File: src/rtl/smf_pkg.sv
// Shared types and constants for the sliding window median filter.
package smf_pkg;

  localparam int unsigned CFG_BITS    = 7;
  localparam int unsigned IN_DATA_W   = 32;
  localparam int unsigned MED_W       = 33;
  localparam int unsigned OUT_DATA_W  = 40;

  typedef enum logic [1:0] {
    ST_IDLE,
    ST_UPDATE,
    ST_RESULT
  } state_e;

  typedef struct packed {
    logic update;
    logic full;
  } cell_ctrl_t;

endpackage

File: src/rtl/smf_cell.sv
// One sorted cell: holds a sample and its age, removes and inserts with its neighbors.
module smf_cell #(
  parameter int unsigned SAMPLE_BITS = 32,
  parameter int unsigned AGE_BITS    = 6,
  parameter int unsigned CNT_BITS    = 7,
  parameter int unsigned IDX         = 0
) (
  input  logic                          clk_i,
  input  smf_pkg::cell_ctrl_t           ctrl_i,
  input  logic signed [SAMPLE_BITS-1:0] x_i,
  input  logic signed [SAMPLE_BITS-1:0] vr_i,
  input  logic [CNT_BITS-1:0]           size_i,
  input  logic [CNT_BITS-1:0]           limit_i,
  input  logic signed [SAMPLE_BITS-1:0] left_val_i,
  input  logic [AGE_BITS-1:0]           left_age_i,
  input  logic                          left_atr_i,
  input  logic                          left_stays_i,
  input  logic signed [SAMPLE_BITS-1:0] right_val_i,
  input  logic [AGE_BITS-1:0]           right_age_i,
  input  logic                          right_lt_i,
  output logic signed [SAMPLE_BITS-1:0] val_o,
  output logic [AGE_BITS-1:0]           age_o,
  output logic                          lt_o,
  output logic                          atr_o,
  output logic                          stays_o,
  output logic                          rm_o
);

  localparam logic [CNT_BITS-1:0] IDX_C = CNT_BITS'(IDX);

  logic signed [SAMPLE_BITS-1:0] val_q, val_d;
  logic [AGE_BITS-1:0]           age_q, age_d;
  logic signed [SAMPLE_BITS-1:0] a_val, la_val;
  logic [AGE_BITS-1:0]           a_age, la_age;
  logic                          gtr;

  always_comb begin
    lt_o    = val_q < x_i;
    gtr     = val_q > vr_i;
    rm_o    = ctrl_i.full && (IDX_C < size_i) &&
              (CNT_BITS'(age_q) == size_i - CNT_BITS'(1));
    atr_o   = ctrl_i.full && (rm_o || gtr);
    a_val   = atr_o ? right_val_i : val_q;
    a_age   = atr_o ? right_age_i : age_q;
    la_val  = left_atr_i ? val_q : left_val_i;
    la_age  = left_atr_i ? age_q : left_age_i;
    stays_o = (IDX_C < limit_i) && (atr_o ? right_lt_i : lt_o);
    if (stays_o) begin
      val_d = a_val;
      age_d = a_age + AGE_BITS'(1);
    end else if (left_stays_i) begin
      val_d = x_i;
      age_d = '0;
    end else begin
      val_d = la_val;
      age_d = la_age + AGE_BITS'(1);
    end
  end

  always_ff @(posedge clk_i) begin
    if (ctrl_i.update) begin
      val_q <= val_d;
      age_q <= age_d;
    end
  end

  assign val_o = val_q;
  assign age_o = age_q;

endmodule

File: config.mk
export PLATFORM = sky130hd
export DESIGN_NAME = smf_cell
export DESIGN_NICKNAME = d
export VERILOG_FILES = /design/src/rtl/smf_pkg.sv /design/src/rtl/smf_cell.sv
export SDC_FILE = /design/constraint.sdc
export NUM_CORES = 1
export LEC_CHECK = 0
export ABC_AREA = 1
export ABC_CLOCK_PERIOD_IN_PS = 5400
export BUFFER_PORTS_ARGS = -buffer_cell sky130_fd_sc_hd__buf_2
export CAP_MARGIN = 0
export CORE_ASPECT_RATIO = 1.2
export CORE_MARGIN = 2
export CORE_UTILIZATION = 40
export CTS_BUF_LIST = sky130_fd_sc_hd__clkbuf_2
export CTS_CLUSTER_DIAMETER = 50
export DETAILED_ROUTE_END_ITERATION = 10
export PLACE_DENSITY_LB_ADDON = 0.12
export SLEW_MARGIN = 20
export SYNTH_ARGS = -nofsm -noshare
export SYNTH_HDL_FRONTEND = slang
export SYNTH_SLANG_ARGS = --single-unit
File: constraint.sdc
create_clock -name clk_i -period 5.4 [get_ports clk_i]
set_clock_uncertainty 0.05 [all_clocks]
set_input_delay 0.81 -clock clk_i [delete_from_list [all_inputs] [get_ports clk_i]]
set_output_delay 0.81 -clock clk_i [all_outputs]
set_load 0.01 [all_outputs]
After elaboration in Yosys (flattened, before gate mapping)
Cells that the tools add are included. W data, S select, Z words.

Logic and storage cells: 27. Bits of input ports: 160. Output and inout bits: 42. Register bits: 38.

Reduce and logical (&&, ||, !) cells: 6. $add $sub $neg: 3. Multiplexer cells: 9. Equality and inequality tests: 3. Order comparisons: 4.

Operators with widths (number): $mux W32 (4); $gt A32 B32 Y1 (1); $lt A32 B32 Y1 (1); $mux W6 (4); $lt A1 B7 Y1 const A (2); $add A6 B1 Y6 const B (2); $eq A6 B7 Y1 (1); $sub A7 B1 Y7 const B (1); $logic_and A1 B1 Y1 (4); $ne A3 B1 Y1 const B (1); $reduce_and A3 Y1 (1); $ne A2 B2 Y1 const B (1); $logic_or A1 B1 Y1 (1); $mux W1 (1).

Logic depth before layout (Yosys ltp)
Gate-level depths: netlist of run 1.

Word-level depth: 9. Depth in mapped cells: 25. Mapped depth without buffers: 24.

Worst setup path before layout of run 1
No wires, ideal clock.

Path type: input-to-reg. Start point: input vr_i[31]. End point: register val_q[0] (netlist: val_o[0]) (enable). Stages on the path: 18. Data required time: 4918 ps. Arrival: 4066 ps. Setup time: 432 ps. Slack: 852 ps. Path buffers: 1. Path through: inv_1 ha_1 nand2_1 nor2_1 nand2_1 nor3b_2 nand2_1 nand2_1 nand2_1 nand3_2 nand2_2 nand2_4 or2_1 nand2_1 inv_2 nand2_8 buf_6 a21oi_1.

Cells in the longest elaborated chain, start to end: 7. Elaborated cells between the ends (all ways): 8. Classes of those cells: order compare: 1; eq/ne: 2; mux: 1; reduce/logical: 4.

RTL lines: start: declaration (line smf_cell.sv:11) `input logic signed [SAMPLE_BITS-1:0] vr_i,`; $gt A32 B32 Y1 (*) (line smf_cell.sv:39) `gtr = val_q > vr_i;`; $logic_or A1 B1 Y1 (*) (line smf_cell.sv:42) `atr_o = ctrl_i.full && (rm_o || gtr);`; $logic_and A1 B1 Y1 (*) (line smf_cell.sv:42); $mux W1 (line smf_cell.sv:47) `stays_o = (IDX_C < limit_i) && (atr_o ? right_lt_i : lt_o);`; $logic_and A1 B1 Y1 (line smf_cell.sv:47); $ne A3 B1 Y1 (no line) / $ne A2 B2 Y1 (equally long branches); $reduce_and A3 Y1 (no line) (*); end signal: assignment (line smf_cell.sv:62) `val_q <= val_d;`; end: declaration (line smf_cell.sv:31) `logic signed [SAMPLE_BITS-1:0] val_q, val_d;`.

Mark *: on every way between the ends. The rest lies on a longest branch, timed or not. A chain may end at the register's enable or synchronous reset.

Final worst setup path of run 1
Start point: register val_q[31] (netlist: val_o[31]). End point: output stays_o.

Cells in the longest elaborated chain, start to end: 5. Elaborated cells between the ends (all ways): 6. Classes of those cells: order compare: 2; mux: 1; reduce/logical: 3.

RTL lines: $gt A32 B32 Y1 (line smf_cell.sv:39); $logic_or A1 B1 Y1 (line smf_cell.sv:42); $logic_and A1 B1 Y1 (line smf_cell.sv:42); $mux W1 (*) (line smf_cell.sv:47); $logic_and A1 B1 Y1 (*) (line smf_cell.sv:47); end: declaration (line smf_cell.sv:25) `output logic stays_o,`.

Marked as above.

==> results of run 1 <==
## per-stage QoR
step,std cells,util
2_1_floorplan,589,-
3_3_place_gp,904,0.512
3_5_place_dp,904,0.512
4_1_cts,912,0.518
5_1_grt,912,0.518
6_report,912,0.518
## per-layer routing
metal	GRT usage	part of all wire	vias up
met1	0.258	0.43	2023
met3	0.0364	0.064	19
met5	0	0	-
li1	-	-	2346
met4	0.0599	0.018	0
met2	0.375	0.49	144
## cells in the final DEF, fill, tap and decap left out, types with 2 or more instances in the layout
master    netlist  routed
buf_2           0     201
nand2_1       199     199
inv_1          88      88
ha_1           66      66
edfxtp_1       38      38
a21oi_1        36      35
o211ai_1       35      35
nor2_1         23      23
nand3_1        20      20
o21ai_0        15      15
clkbuf_2        1       7
nand4_1         6       6
o21a_1          5       5
xor2_1          3       3
xnor2_1         3       3
nor3_1          3       3
nand3_2         2       2
nor2_2          2       2
inv_2           2       2
or2_1           2       2
o21ai_1         2       2
mux2i_1         2       2
buf_4           0       2
## registers in the layout, summed over array words and instances, names as in the netlist
register  count
age_o         6
val_o        32
## worst max-delay path, delay by kind of cell, from the launching register on
| kind | cells | cell delay (ns) |
|---|---|---|
| flops | 1 | 0.51 |
| simple gates | 13 | 1.36 |
| fa+ha+maj | 1 | 0.38 |
| buf+inv | 3 | 0.70 |
## power breakdown
group / internal [mW] / switching, mW
Clock: 0.0824 / 0.104
Sequential: 0.613 / 0.156
Combinational: 0.679 / 1.13
## kinds of logic after synthesis
logic type / Yosys count
flops: 38
simple gates: 267
mux: 2
xor+xnor: 7
compound gates: 101
fa+ha+maj: 66
buf+inv: 108
## area by class of cell
cell class	instances	area share
sequential	38	0.210
tap	129	0.0298
clock inverter	1	0.00554
timing repair buffer	203	0.188
inverter	91	0.0635
multi-input combinational	443	0.496
clock buffer	7	0.00646
## worst paths after layout
path | from | end | slack, ns | cells past startpoint
worst min-delay path | right_val_i[21] | val_o[21]$_DFFE_PP_ | 0.58 | 3
worst max-delay path | val_o[31]$_DFFE_PP_ | stays_o | 1.14 | 17
worst max register to register | val_o[31]$_DFFE_PP_ | val_o[9]$_DFFE_PP_ | 1.68 | 17
worst min register to register | age_o[0]$_DFFE_PP_ | age_o[0]$_DFFE_PP_ | 0.85 | 3
==> out/qor.yml, run 1 <==
outcome:
  status: "finished clean"
timing:
  maxClockFrequency_ghz: 0.234
  drv_slew: 0
  setup_tns_ns: 0
  worst_slew_pin_slew_ns: 0.714
  holdWs_ns: 0.582
  fin_crit_ns: 4.26
  slew_headroom: 0.523
  setup_viol: 0
  final-hold-violation-count: 0
  rsz0062_at_grt: "no"
  fin_ws_ns: 1.14
  fin_crit_sh: 0.790
clock_network:
  cts_tree: "yes"
  root_buffer: "clkbuf_2"
  cts_buffer_depth: 2
  cts.sinks: 38
  cts_resized: 0
  clk_pin_slew_worst_paths_ns: 0.22
  htreeDepth: 2
  ctsHoldBuffers: 0
  insertion_delay_ns: 0.43
  cts_buffers: 5
  cts_setup_buffers: 0
synthesis:
  synth_edf_count: 38
  yosysWarnings: 0
  synthTopCellsByArea: "edfxtp_1 (27%), ha_1 (19%), nand2_1 (17%)"
  syn_avg_cell_area_sq_um: 7.27
  syn-num-nets: 815
  synth_compound_area_frac: 0.148
  synth_xor_area_frac: 0.0161
  synth_top_area_cell: "edfxtp_1"
  syn_inst: 589
  ys_types: 43
  yosys-top-cells-count: "nand2_1 (199), inv_1 (88), ha_1 (66), edfxtp_1 (38), a21oi_1 (36)"
  synth_top_area_frac: 0.267
  synth_top_family_by_area: "simple AND/OR/NAND/NOR gates"
  synthArstFlopShare: 0
  ys_ff_latch: 38
  synth.cell_area_sq_um: 4280
  synth.area.mux_share: 0.00468
  ys_dominant_reg_cell: "edfxtp_1"
  yosysMostFrequentCell: "nand2_1"
  yosysSeqAreaShare: 0.267
  synth-adder-area-share: 0.193
  synth_simple_gate_area_frac: 0.264
drt:
  firstDrtPassIters: 4
  drt_iter0_markers: 130
  drt-total-wl_mm: 12.3
  drc: 0
  vias: 4532
  post_drt_wl_per_cell_um: 13.5
  detail-route-antenna-nets: 0
  vias_per_cell: 4.97
global_routing:
  grt_pass1_wl_mm: 20.2
  grt-ovfl-total: 0
  antenna_found_initial: 0
  grt_pass1_vias: 4582
  grt_use_total: 0.211
  grt_start_max_net_pins: 69
power:
  leakagePower_nw: 3.05
  power.density_nw_per_um2: 510
  peakVddDrop_mv: 0.370
  power_mw: 2.76
final_layout:
  design_area_sq_um: 5420
  syn_to_final_growth_pct: 26.7
  drive_gt1_frac: 0.292
  fillers: 1124
  nets: 1008
  multiInputGateArea_sq_um: 2690
  num_antenna_cells: 0
  register_area_sq_um: 1140
setup_path:
  worstPathRequired_ns: 4.54
  cpMostUsedCell: "nand2_1"
  worstSetupStartpointType: "flop"
  crit_path_end_kind: "output pin"
  crit_chain: "ha_1, nand2_1, nor2_1, nand2_1, nor3b_2, nand2_1, nand2_1, nand2_1, nand3_2, nand2_2, nand2_4, or2_1, nand2_1, inv_2, nand2_8, inv_4, buf_2"
  worstSetupPathType: "reg -> out"
  cp.arrival_ns: 3.40
  cpMaxStageDelayCell: "edfxtp_1"
  worstPathMaxFanout: 43
  cpPeakStageDelay_ns: 0.51
place:
  io_buffers: 201
  gp_congestion: 0.856
  dp_hpwl_mm: 10.2
  place_ws_ns: 1.16
  place_area_sq_um: 5360
die:
  die_h_um: 117
  die_w_um: 98.4
  die_area_sq_um: 11600
  io_pins: 202
  fp.coreArea_sq_um: 10500
  rows: 41
  start_util: 0.409
worst_hold_path:
  hold_path_class: "in -> reg"
job:
  drv_cap: 0
No activity file was read; power rests on OpenSTA's default activity.
==> inputs of run 2 (changes only) <==
- ABC_CLOCK_PERIOD_IN_PS: 5400 -> 4200
- clock period: 5.4 -> 4.2 ns (I/O delays scaled with it)
==> out/qor.yml, run 2 (synthesis results as in run 1) <==
global_routing:
  antenna_found_initial: 0
  grt_start_max_net_pins: 37
  grt_pass1_wl_mm: 20.0
  grt_pass1_vias: 4458
  grt_use_total: 0.210
  grt-ovfl-total: 0
drt:
  vias_per_cell: 4.94
  detail-route-antenna-nets: 0
  vias: 4518
  post_drt_wl_per_cell_um: 13.5
  firstDrtPassIters: 4
  drt_iter0_markers: 160
  drt-total-wl_mm: 12.3
  drc: 0
worst_hold_path:
  min_from: "right_val_i[23]"
  whs_path_depth: 3
  whs_endpoint: "val_o[23]$_DFFE_PP_"
  hold_path_class: "in -> reg"
job:
  drv_cap: 0
die:
  start_util: 0.409
  die_area_sq_um: 11600
  fp.coreArea_sq_um: 10500
  rows: 41
  die_w_um: 98.4
  die_h_um: 117
  io_pins: 202
final_layout:
  register_area_sq_um: 1140
  design_area_sq_um: 5410
  num_antenna_cells: 0
  largest_reg_flops: 32
  final_cell_mix: "buf_2 (201), nand2_1 (199), inv_1 (88)"
  multiInputGateArea_sq_um: 2690
  drive_gt1_frac: 0.293
  nets: 1010
  fillers: 1101
  syn_to_final_growth_pct: 26.4
  final_common_cell: "buf_2"
clock_network:
  cts_buffer_depth: 2
  htreeDepth: 2
  root_buffer: "clkbuf_2"
  clk_pin_slew_worst_paths_ns: 0.22
  cts_buffers: 5
  cts.sinks: 38
  insertion_delay_ns: 0.42
  cts_tree: "yes"
timing:
  fin_crit_ns: 3.81
  setup_tns_ns: 0
  drv_slew: 0
  slew_headroom: 0.641
  fin_ws_ns: 0.394
  worst_slew_pin_slew_ns: 0.524
  final-hold-violation-count: 0
  setup_viol: 0
  fin_crit_sh: 0.906
  maxClockFrequency_ghz: 0.263
  rsz0062_at_grt: "no"
setup_path:
  r2r_slack_ns: 0.98
  cp_top_family: "simple AND/OR/NAND/NOR gates"
  worstSetupPathType: "reg -> out"
  timing.rr.start: "val_o[31]$_DFFE_PP_"
  cp.arrival_ns: 3.13
  crit_path_end_kind: "output pin"
  reg2reg_to: "val_o[0]$_DFFE_PP_"
  crit_chain: "ha_1, nand2_1, nor2_1, nand2_1, nor3b_2, nand2_1, nand2_1, nand2_1, nand3_2, nand2_2, nand2_4, or2_1, nand2_1, inv_2, nand2_8, inv_6, buf_2"
  critPathBufInv: 3
  worstPathRequired_ns: 3.52
  worstPathMaxFanout: 36
  cpPeakStageDelay_ns: 0.49
  worst-r2r-cell-count: 17
  cpMostUsedCell: "nand2_1"
  worstSetupStartpointType: "flop"
  cpMaxStageDelayCell: "edfxtp_1"
outcome:
  status: "finished clean"
power:
  peakVddDrop_mv: 0.299
  comb_power_share: 0.670
  power_mw: 3.51
  power_switching_mw: 1.79
  leakagePower_nw: 3.05
  clock_power_share: 0.051
  p_sw_frac: 0.509
  p_int_mw: 1.72
  p_seq_frac: 0.279
  power.density_nw_per_um2: 648
place:
  gp_congestion: 0.900
  place_ws_ns: 0.452
  dp_hpwl_mm: 10.4
  place_area_sq_um: 5370
  io_buffers: 201
[run 2: cell count changes in the layout (fill, tap and decap cells not counted), sizes merged]
| cell | change |
|---|---|
| buf | +2 |
| clkbuf | -1 |
| bufinv | -1 |
| clkinv | +2 |
[run 2: final cells by class]
cell class	count	share of cell area
repair buffers	205	0.191
flip-flops and latches	38	0.211
well taps	129	0.0298
clock buffers	6	0.00555
clock inverters	2	0.00162
inverters	91	0.0640
multi-input cells	443	0.497
[run 2: worst min-delay path: stages]
cell,delay (ns)
buf_2,0.07
nand2_1,0.04
nand2_1,0.05
[run 2: timing repair]
action | CTS | global route
hold buffers | 0 | 0
setup endpoints to repair | 0 | 1
setup buffers | 0 | 0
gates resized for setup | 0 | 1
hold endpoints to repair | 0 | 0
[run 2: how the worst max path moves through the flow]
stage          slack [ns]                 from  cells past startpoint            endpoint
5_1_grt              0.06  val_o[31]$_DFFE_PP_                     17             stays_o
3_5_place_dp         0.45             vr_i[31]                     19             stays_o
2_1_floorplan        0.48             vr_i[31]                     18  val_o[0]$_DFFE_PP_
6_report             0.39  val_o[31]$_DFFE_PP_                     17             stays_o
3_3_place_gp         0.51             vr_i[31]                     19             stays_o
4_1_cts              0.23  val_o[31]$_DFFE_PP_                     17             stays_o
[run 2: power by group through the flow]
stage / Clock, mW / Sequential (mW) / Combinational, mW
floorplan: 0 / 1.04 / 1.67
global placement: 0 / 0.991 / 2.32
detailed placement: 0 / 0.994 / 2.38
CTS: 0.188 / 0.983 / 2.39
global route: 0.195 / 1.01 / 2.71
finish: 0.178 / 0.979 / 2.35
[run 2: through the flow]
| stage | hold slack [ns] | std cells | utilization |
|---|---|---|---|
| 2_1_floorplan | 0.692 | 589 | - |
| 3_3_place_gp | 0.811 | 906 | 0.513 |
| 3_5_place_dp | 0.804 | 906 | 0.513 |
| 4_1_cts | 0.384 | 914 | 0.517 |
| 5_1_grt | 0.387 | 914 | 0.517 |
| 6_report | 0.417 | 914 | 0.517 |
[run 2: layer usage]
metal,global-route usage,vias up,share of wire
met2,0.375,157,0.50
met5,0,-,0
met3,0.0423,11,0.074
li1,-,2357,-
met1,0.260,1993,0.42
met4,0.0420,0,0.010
